<file path="src/hdl/largest_prime_factor_unit_assert.svh">
// Assertion macros shared by the largest prime factor unit's modules.
`ifndef LARGEST_PRIME_FACTOR_UNIT_ASSERT_SVH
`define LARGEST_PRIME_FACTOR_UNIT_ASSERT_SVH

// Same-cycle implication, checked outside of reset.
`define LPF_ASSERT_IMPL(label, ante, cons) \
	label: assert property (@(posedge clk) disable iff (!arst_n) (ante) |-> (cons)) \
		else $error("lpf assertion failed");

// Next-cycle implication, checked outside of reset.
`define LPF_ASSERT_NEXT(label, ante, cons) \
	label: assert property (@(posedge clk) disable iff (!arst_n) (ante) |=> (cons)) \
		else $error("lpf assertion failed");

`endif

</file>
<file path="src/hdl/lpf_pkg.sv">
// Package with the microcode format, step addresses and control store of the factor unit.
package lpf_pkg;

	localparam int unsigned STEP_W = 4;
	typedef logic [STEP_W-1:0] step_t;

	// Constants of the trial division.
	localparam int unsigned LPF_TWO       = 2;
	localparam int unsigned LPF_FIRST_ODD = 3;

	// Datapath operations, one per control word.
	typedef enum logic [2:0] {
		OP_NOP,
		OP_LOAD,
		OP_HALVE,
		OP_DIV,
		OP_TAKE,
		OP_NEXT_D,
		OP_FINAL,
		OP_PUBLISH
	} op_t;

	// Jump conditions; when the condition holds the sequencer jumps, else it steps on.
	typedef enum logic [3:0] {
		C_NEVER,
		C_ALWAYS,
		C_NO_VALID,
		C_NO_FACTOR,
		C_ODD,
		C_DIV_BUSY,
		C_D_GT_Q,
		C_REM_NZ,
		C_OUT_FULL
	} cond_t;

	typedef struct packed {
		logic  rdy;
		op_t   op;
		cond_t cond;
		step_t target;
	} uword_t;

	localparam step_t S_IDLE     = 4'd0;
	localparam step_t S_CHECK    = 4'd1;
	localparam step_t S_EVEN     = 4'd2;
	localparam step_t S_HALVE    = 4'd3;
	localparam step_t S_TRIAL    = 4'd4;
	localparam step_t S_WAIT_DIV = 4'd5;
	localparam step_t S_TEST_END = 4'd6;
	localparam step_t S_TEST_REM = 4'd7;
	localparam step_t S_TAKE     = 4'd8;
	localparam step_t S_NEXT     = 4'd9;
	localparam step_t S_FINAL    = 4'd10;
	localparam step_t S_OUT_WAIT = 4'd11;
	localparam step_t S_PUBLISH  = 4'd12;

	// Control store.
	function automatic uword_t ucode(step_t s);
		uword_t w;
		w = '{rdy: 1'b0, op: OP_NOP, cond: C_ALWAYS, target: S_IDLE};
		unique case (s)
			S_IDLE:     w = '{rdy: 1'b1, op: OP_LOAD,    cond: C_NO_VALID,  target: S_IDLE};
			S_CHECK:    w = '{rdy: 1'b0, op: OP_NOP,     cond: C_NO_FACTOR, target: S_OUT_WAIT};
			S_EVEN:     w = '{rdy: 1'b0, op: OP_NOP,     cond: C_ODD,       target: S_TRIAL};
			S_HALVE:    w = '{rdy: 1'b0, op: OP_HALVE,   cond: C_ALWAYS,    target: S_EVEN};
			S_TRIAL:    w = '{rdy: 1'b0, op: OP_DIV,     cond: C_NEVER,     target: S_IDLE};
			S_WAIT_DIV: w = '{rdy: 1'b0, op: OP_NOP,     cond: C_DIV_BUSY,  target: S_WAIT_DIV};
			S_TEST_END: w = '{rdy: 1'b0, op: OP_NOP,     cond: C_D_GT_Q,    target: S_FINAL};
			S_TEST_REM: w = '{rdy: 1'b0, op: OP_NOP,     cond: C_REM_NZ,    target: S_NEXT};
			S_TAKE:     w = '{rdy: 1'b0, op: OP_TAKE,    cond: C_ALWAYS,    target: S_TRIAL};
			S_NEXT:     w = '{rdy: 1'b0, op: OP_NEXT_D,  cond: C_ALWAYS,    target: S_TRIAL};
			S_FINAL:    w = '{rdy: 1'b0, op: OP_FINAL,   cond: C_NEVER,     target: S_IDLE};
			S_OUT_WAIT: w = '{rdy: 1'b0, op: OP_NOP,     cond: C_OUT_FULL,  target: S_OUT_WAIT};
			S_PUBLISH:  w = '{rdy: 1'b0, op: OP_PUBLISH, cond: C_ALWAYS,    target: S_IDLE};
			default:    w = '{rdy: 1'b0, op: OP_NOP,     cond: C_ALWAYS,    target: S_IDLE};
		endcase
		return w;
	endfunction

endpackage

</file>
<file path="src/hdl/lpf_in_if.sv">
// Input channel interface carrying the number to factor.
interface lpf_in_if #(
	parameter int unsigned WIDTH = 32
);
	logic             valid;
	logic             ready;
	logic [WIDTH-1:0] number;

	modport source (output valid, output number, input ready);
	modport sink   (input valid, input number, output ready);
endinterface

</file>
<file path="src/hdl/lpf_out_if.sv">
// Output channel interface carrying the largest prime factor and the no-factor flag.
interface lpf_out_if #(
	parameter int unsigned WIDTH = 32
);
	logic             valid;
	logic             ready;
	logic [WIDTH-1:0] largest_factor;
	logic             no_factor;

	modport source (output valid, output largest_factor, output no_factor, input ready);
	modport sink   (input valid, input largest_factor, input no_factor, output ready);
endinterface

</file>
<file path="src/hdl/lpf_div.sv">
// Iterative restoring divider, one quotient bit per cycle.
module lpf_div #(
	parameter int unsigned WIDTH = 32
) (
	input  logic             clk,
	input  logic             arst_n,
	input  logic             start,
	input  logic [WIDTH-1:0] dividend,
	input  logic [WIDTH-1:0] divisor,
	output logic             busy,
	output logic [WIDTH-1:0] quot,
	output logic [WIDTH-1:0] rem
);
	localparam int unsigned CNT_W = $clog2(WIDTH + 1);

	logic [CNT_W-1:0] cnt_q;
	logic [WIDTH-1:0] rem_q;
	logic [WIDTH-1:0] quot_q;
	logic [WIDTH-1:0] dvs_q;
	logic [WIDTH:0]   trial;
	logic [WIDTH:0]   diff;
	logic             fits;

	assign trial = {rem_q, quot_q[WIDTH-1]};
	assign diff  = trial - {1'b0, dvs_q};
	assign fits  = trial >= {1'b0, dvs_q};

	always_ff @(posedge clk or negedge arst_n) begin
		if (!arst_n) begin
			cnt_q <= '0;
		end else if (start) begin
			cnt_q <= CNT_W'(WIDTH);
		end else if (busy) begin
			cnt_q <= cnt_q - CNT_W'(1);
		end
	end

	always_ff @(posedge clk) begin
		if (start) begin
			rem_q  <= '0;
			quot_q <= dividend;
			dvs_q  <= divisor;
		end else if (busy) begin
			rem_q  <= fits ? diff[WIDTH-1:0] : trial[WIDTH-1:0];
			quot_q <= {quot_q[WIDTH-2:0], fits};
		end
	end

	assign busy = cnt_q != '0;
	assign quot = quot_q;
	assign rem  = rem_q;

endmodule

</file>
<file path="src/hdl/lpf_core.sv">
// Microcoded sequencer and datapath registers of the trial-division search.
`include "largest_prime_factor_unit_assert.svh"

module lpf_core #(
	parameter int unsigned WIDTH = 32
) (
	input  logic             clk,
	input  logic             arst_n,
	input  logic             in_valid,
	output logic             in_ready,
	input  logic [WIDTH-1:0] number,
	input  logic             out_full,
	output logic             publish,
	output logic [WIDTH-1:0] factor,
	output logic             no_factor
);
	import lpf_pkg::*;

	step_t            pc_q;
	step_t            pc_next;
	uword_t           uw;
	logic             jump;
	logic             accept;

	logic [WIDTH-1:0] n_q;
	logic [WIDTH-1:0] d_q;
	logic [WIDTH-1:0] best_q;
	logic             nf_q;

	logic             div_start;
	logic             div_busy;
	logic [WIDTH-1:0] div_quot;
	logic [WIDTH-1:0] div_rem;

	assign uw       = ucode(pc_q);
	assign in_ready = uw.rdy;
	assign accept   = in_valid && uw.rdy;

	// Condition select.
	always_comb begin
		unique case (uw.cond)
			C_NEVER:     jump = 1'b0;
			C_ALWAYS:    jump = 1'b1;
			C_NO_VALID:  jump = !in_valid;
			C_NO_FACTOR: jump = nf_q;
			C_ODD:       jump = n_q[0];
			C_DIV_BUSY:  jump = div_busy;
			C_D_GT_Q:    jump = d_q > div_quot;
			C_REM_NZ:    jump = div_rem != '0;
			C_OUT_FULL:  jump = out_full;
			default:     jump = 1'b1;
		endcase
	end

	always_comb begin
		pc_next = jump ? uw.target : pc_q + step_t'(1);
	end

	always_ff @(posedge clk or negedge arst_n) begin
		if (!arst_n) begin
			pc_q <= S_IDLE;
		end else begin
			pc_q <= pc_next;
		end
	end

	// Datapath registers, each updated by the operation of the current control word.
	always_ff @(posedge clk) begin
		unique case (uw.op)
			OP_LOAD: begin
				n_q    <= number;
				d_q    <= WIDTH'(LPF_FIRST_ODD);
				best_q <= '0;
				nf_q   <= number[WIDTH-1:1] == '0;
			end
			OP_HALVE: begin
				n_q    <= {1'b0, n_q[WIDTH-1:1]};
				best_q <= WIDTH'(LPF_TWO);
			end
			OP_TAKE: begin
				n_q    <= div_quot;
				best_q <= d_q;
			end
			OP_NEXT_D: begin
				d_q <= d_q + WIDTH'(LPF_TWO);
			end
			OP_FINAL: begin
				if (n_q > WIDTH'(LPF_TWO)) begin
					best_q <= n_q;
				end
			end
			OP_NOP, OP_DIV, OP_PUBLISH: begin
			end
			default: begin
			end
		endcase
	end

	assign div_start = uw.op == OP_DIV;
	assign publish   = uw.op == OP_PUBLISH;
	assign factor    = best_q;
	assign no_factor = nf_q;

	lpf_div #(
		.WIDTH(WIDTH)
	) u_div (
		.clk      (clk),
		.arst_n   (arst_n),
		.start    (div_start),
		.dividend (n_q),
		.divisor  (d_q),
		.busy     (div_busy),
		.quot     (div_quot),
		.rem      (div_rem)
	);

	`LPF_ASSERT_IMPL(a_div_start_idle, div_start, !div_busy)
	`LPF_ASSERT_NEXT(a_accept_to_check, accept, pc_q == S_CHECK)
	`LPF_ASSERT_IMPL(a_publish_free, publish, !out_full)
	`LPF_ASSERT_IMPL(a_pc_in_program, 1'b1, pc_q <= S_PUBLISH)

endmodule

</file>
<file path="src/hdl/largest_prime_factor_unit.sv">
// Largest prime factor by trial division: an input transaction gives one result transaction.
// After acceptance, factors of two are halved out and odd trial divisors are then tried
// until the divisor exceeds the quotient of its trial; zero and one skip the search.
// The worst case is a WIDTH-bit prime.
// The search takes one item at a time; the single divider sets the pace of each trial.
// Reset clears the step counter, divider counter and result valid; no clearing pass is needed.
`include "largest_prime_factor_unit_assert.svh"

module largest_prime_factor_unit #(
	parameter int unsigned WIDTH = 32
) (
	input  logic  clk,
	input  logic  arst_n,
	lpf_in_if.sink    operand,
	lpf_out_if.source result
);
	import lpf_pkg::*;

	// The sequencer runs the search; this level holds the finished result in an output
	// register so that the next transaction can be accepted while the result waits.
	logic             publish;
	logic [WIDTH-1:0] core_factor;
	logic             core_nf;

	logic             res_valid_q;
	logic [WIDTH-1:0] res_factor_q;
	logic             res_nf_q;

	lpf_core #(
		.WIDTH(WIDTH)
	) u_core (
		.clk       (clk),
		.arst_n    (arst_n),
		.in_valid  (operand.valid),
		.in_ready  (operand.ready),
		.number    (operand.number),
		.out_full  (res_valid_q),
		.publish   (publish),
		.factor    (core_factor),
		.no_factor (core_nf)
	);

	// The result register fills when the sequencer publishes and empties when the
	// result transaction completes. The microcode only publishes into an empty register.
	always_ff @(posedge clk or negedge arst_n) begin
		if (!arst_n) begin
			res_valid_q <= 1'b0;
		end else if (publish) begin
			res_valid_q <= 1'b1;
		end else if (result.ready) begin
			res_valid_q <= 1'b0;
		end
	end

	always_ff @(posedge clk) begin
		if (publish) begin
			res_factor_q <= core_factor;
			res_nf_q     <= core_nf;
		end
	end

	assign result.valid          = res_valid_q;
	assign result.largest_factor = res_factor_q;
	assign result.no_factor      = res_nf_q;

	`LPF_ASSERT_NEXT(a_publish_fills, publish, res_valid_q)
	`LPF_ASSERT_IMPL(a_no_factor_zero, res_valid_q && res_nf_q, res_factor_q == '0)
	`LPF_ASSERT_IMPL(a_factor_present, res_valid_q && !res_nf_q, res_factor_q != '0)

endmodule

</file>
<file path="src/flat_wrapper.sv">
// flat-port wrapper written by rule: the top's interface ports become plain ports
module largest_prime_factor_unit_flat import lpf_pkg::*;
#(
	parameter int unsigned WIDTH = 32
)
  (clk, arst_n, operand_valid, operand_number, operand_ready, result_valid, result_largest_factor, result_no_factor, result_ready);
  lpf_in_if #(.WIDTH(WIDTH)) operand_i ();
  lpf_out_if #(.WIDTH(WIDTH)) result_i ();
  input  logic clk;
  input  logic arst_n;
  input wire logic [$bits(operand_i.valid)-1:0] operand_valid;
  input wire logic [$bits(operand_i.number)-1:0] operand_number;
  output wire logic [$bits(operand_i.ready)-1:0] operand_ready;
  output wire logic [$bits(result_i.valid)-1:0] result_valid;
  output wire logic [$bits(result_i.largest_factor)-1:0] result_largest_factor;
  output wire logic [$bits(result_i.no_factor)-1:0] result_no_factor;
  input wire logic [$bits(result_i.ready)-1:0] result_ready;
  assign operand_i.valid = operand_valid;
  assign operand_i.number = operand_number;
  assign operand_ready = operand_i.ready;
  assign result_valid = result_i.valid;
  assign result_largest_factor = result_i.largest_factor;
  assign result_no_factor = result_i.no_factor;
  assign result_i.ready = result_ready;
  largest_prime_factor_unit #(.WIDTH(WIDTH)) u_core (.clk(clk), .arst_n(arst_n), .operand(operand_i), .result(result_i));
endmodule
</file>
<file path="config.mk">
export PLATFORM = sky130hd
export DESIGN_NAME = largest_prime_factor_unit_flat
export DESIGN_NICKNAME = d
export VERILOG_FILES = /design/src/hdl/lpf_pkg.sv /design/src/hdl/lpf_in_if.sv /design/src/hdl/lpf_out_if.sv /design/src/hdl/lpf_div.sv /design/src/hdl/lpf_core.sv /design/src/hdl/largest_prime_factor_unit.sv /design/src/flat_wrapper.sv
export VERILOG_INCLUDE_DIRS = /design/src /design/src/hdl
export SDC_FILE = /design/constraint.sdc
export NUM_CORES = 1
export LEC_CHECK = 0
export BUFFER_PORTS_ARGS = -buffer_cell sky130_fd_sc_hd__clkbuf_2
export CAP_MARGIN = 20
export CORE_ASPECT_RATIO = 0.7
export CORE_MARGIN = 2
export CORE_UTILIZATION = 60
export DETAILED_ROUTE_END_ITERATION = 8
export PLACE_DENSITY = 0.79
export SLEW_MARGIN = 5
export SYNTH_ARGS = -nofsm -noshare
export SYNTH_HDL_FRONTEND = slang
export SYNTH_SLANG_ARGS = --single-unit
</file>
<file path="constraint.sdc">
create_clock -name clk -period 5.25 [get_ports clk]
set_input_delay 1.05 -clock clk [delete_from_list [all_inputs] [get_ports clk]]
set_output_delay 1.05 -clock clk [all_outputs]
set_load 0.05 [all_outputs]
</file>
==> impl_metrics.csv <==
group,metric,value,unit
run_status,outcome,"finished, final reports clean",
yosys,synth_top_area_share,0.444,
critical_path,crit_fanout,37,
sta,hold_viol_final,0,
sta,finalSetupViolCount,0,
critical_path,end_kind,"register",
global_route,grt_max_degree,99,
floorplanning,coreArea,21500,um^2
critical_path,worstPathRequired,5.62,ns
floorplanning,fp.dieW,180,um
floorplanning,start_util,0.606,
clock_network,cts-buffers-inserted,23,
min_path,min_path_type,"in -> async",
floorplanning,fp-row-count,45,
yosys,ys_ff_latch,235,
cells_and_area,design_area,14300,um^2
route,ant_nets,0,
global_route,grt_pass1_vias,9181,
floorplanning,dieArea,22900,um^2
cells_and_area,multi_input_area,5740,um^2
cells_and_area,drive_above_1_share,0.105,
critical_path,crit_arrival,3.74,ns
global_route,grt_overflow,0,
clock_network,clk_latency,0.51,ns
clock_network,postCtsSetupBuffers,0,
yosys,syn-num-nets,1403,
critical_path,r2r-end,"u_core.u_core.n_q[17]$_DFFE_PP_",
placement,dp_hpwl,23.2,mm
critical_path,worstSetupStartpointType,"register",
sta,fin_skew,0.00919,ns
route,initialDrtViolationCount,1529,
route,drc,0,
yosys,syn-instance-count,1292,
route,via_per_inst,6.23,
cells_and_area,syn2layout_area_growth,10.1,%
sta,tns,0,ns
critical_path,crit_type,"reg -> reg",
clock_network,path_clk_slew,0.06,ns
clock_network,clockBufferDepth,3,
yosys,synthArstFlopShare,0.0468,
yosys,synthMuxAreaShare,0.0281,
cells_and_area,fill_cells,1625,
critical_path,reg2reg_setup_slack,1.89,ns
global_route,grt_pass1_wl,51.4,mm
route,vias,10230,
critical_path,worst_path_max_delay_cell,"dfrtp_1",
yosys,synth_edf_count,192,
yosys,synth_cell_type_count,71,
global_route,grt_antenna_before_repair,0,
yosys,synthSimpleGateAreaFrac,0.151,
yosys,synth-adder-area-share,0.0728,
clock_network,cts-htree-levels,1,
clock_network,hold_buffers,0,
cells_and_area,fin_nets,1457,
cells_and_area,area.sequential,6680,um^2
clock_network,root_buffer,"clkbuf_16",
critical_path,slowest_delay,0.56,ns
sta,post-route-period-util,0.641,
yosys,synth_compound_area_frac,0.149,
yosys,synthFlopType,"edfxtp_1",
placement,io_buffers,70,
route,wirelength,33.2,mm
critical_path,r2r_start,"u_core.u_core.pc_q[2]$_DFF_PN0_",
clock_network,cts_tree,"yes",
sta,rsz0062_at_grt,"false",
yosys,synth_area_leaders,"edfxtp_1, ha_1, nand2_1",
critical_path,worst-path-stages,11,
yosys,ys_seq_area_frac,0.514,
critical_path,cp_common_cell,"buf_4",
yosys,syn_area,13000,um^2
flow_run,drv_cap,0,
yosys,synth_top_family_by_area,"simple AND/OR/NAND/NOR gates",
clock_network,clkSinkCount,235,
cells_and_area,diodes,0,
yosys,synth-warning-count,0,
global_route,grtUsageTotal,0.283,
route,wl_per_cell,20.2,um
yosys,synth.avg_cell_area,10.1,um^2
floorplanning,io_pins,71,
sta,tightestPinTransition,1.07,ns
critical_path,crit_buf_inv,4,
sta,min_period,3.36,ns
critical_path,crit_chain,"inv_1, ha_1, nor2b_1, a211oi_4, buf_4, nor2_2, buf_4, nor2_2, buf_4, nand2_1, nand2_1",
yosys,yosys.area.top_type,"edfxtp_1",
route,dr.pass1.iters,5,
sta,slew_viol_final,0,
cells_and_area,fin_util,0.667,
placement,gp_congestion,0.933,
sta,slew_headroom,0.287,
yosys,synth_xor_area_frac,0.0377,
floorplanning,die_h,127,um
critical_path,crit_family,"buffers and inverters",
placement,dpl_cell_area,13500,um^2
clock_network,cts_resized,0,
critical_path,ff2ff_path_depth,11,
sta,fmax,0.297,GHz
-- logic make-up (layout without fill, tap and decap cells) --
logic type / Yosys count / after routing
buffers and inverters: 141 / 209
muxes: 36 / 36
DFF: 235 / 235
AOI/OAI and AO/OA: 312 / 312
and+or+nand+nor: 437 / 437
xor gates and xnor gates: 56 / 56
adders and majority gates: 75 / 75
-- Yosys cell counts, drive strengths merged (6+ instances only) --
| cell type | n |
|---|---|
| nor4 | 25 |
| nand2 | 220 |
| inv | 85 |
| mux2i | 32 |
| a21oi | 103 |
| dfxtp | 32 |
| a22oi | 32 |
| o211ai | 6 |
| a211oi | 9 |
| edfxtp | 192 |
| ha | 74 |
| o21ai | 94 |
| xnor2 | 27 |
| buf | 29 |
| nand4 | 25 |
| clkbuf | 27 |
| nor2 | 74 |
| or3 | 8 |
| dfrtp | 11 |
| nor3 | 19 |
| nor2b | 6 |
| a21o | 26 |
| and3 | 18 |
| xor2 | 29 |
| nand3 | 31 |
-- how the worst max path moves through the flow --
stage / start / endpoint / slack (ns)
2_1_floorplan: u_core.u_core.pc_q[2]$_DFF_PN0_ / u_core.u_core.n_q[0]$_DFFE_PP_ / 1.12
3_3_place_gp: u_core.u_core.pc_q[1]$_DFF_PN0_ / u_core.u_core.factor[6]$_SDFFCE_PN0P_ / 1.98
3_5_place_dp: u_core.u_core.pc_q[0]$_DFFE_PN0P_ / u_core.u_core.factor[8]$_SDFFCE_PN0P_ / 1.93
4_1_cts: u_core.u_core.pc_q[2]$_DFF_PN0_ / u_core.u_core.d_q[26]$_SDFFCE_PP0P_ / 1.89
5_1_grt: u_core.u_core.pc_q[2]$_DFF_PN0_ / u_core.u_core.d_q[26]$_SDFFCE_PP0P_ / 1.62
6_report: u_core.u_core.pc_q[2]$_DFF_PN0_ / u_core.u_core.n_q[17]$_DFFE_PP_ / 1.89
-- area by class of cell --
cell class	instances	share of cell area
sequential	235	0.467
timing repair buffer	85	0.0331
clock buffer	31	0.0437
inverter	85	0.0223
multi-input combinational	916	0.401
tap	282	0.0247
clock inverter	8	0.00822
-- registers in the layout, indices dropped and copies added (netlist names), 4 cells and up --
name,cells
u_core.result.largest_factor,32
u_core.u_core.u_div.dvs_q,31
u_core.u_core.n_q,32
u_core.u_core.factor,32
u_core.u_core.d_q,31
u_core.u_core.u_div.quot,32
u_core.u_core.pc_q,4
u_core.u_core.u_div.rem,32
u_core.u_core.u_div.cnt_q,6
-- cells in the final DEF (no fill, tap or decap), drive strengths merged, types with 3 or more instances in the layout --
master	n
nor4	25
a41oi	3
bufinv	3
and3	18
a211oi	9
a22oi	32
dfxtp	32
nand4	25
ha	74
edfxtp	192
buf	15
nor2b	6
nor3	19
and2	3
nand2	220
clkinv	3
and4	3
o211ai	6
dfrtp	11
a21boi	3
xor2	29
mux2i	32
or3	8
nor2	74
nand3	31
a21o	26
a31oi	4
mux2	4
inv	85
o21ai	94
o21bai	5
a221oi	5
a21oi	103
clkbuf	101
o21a	3
xnor2	27
-- layer usage --
metal  vias up  share of wire  track usage  wire (um)
met4         0          0.023       0.0693        763
met5         -              0            0          0
li1       4786              -            -          -
met3        59           0.11       0.0507       3610
met2       571           0.42        0.411      13900
met1      4814           0.45        0.441      14900
-- metrics by stage --
step	instances	setup slack, ns	hold slack, ns
detailed placement	1602	1.93	0.405
floorplan	1292	1.12	0.400
global route	1642	1.62	0.422
global placement	1601	1.98	0.402
finish	1642	1.89	0.413
CTS	1641	1.89	0.411
Power is not shown: default switching activity piles up to over one toggle a cycle in this logic, so the estimate is an artifact.
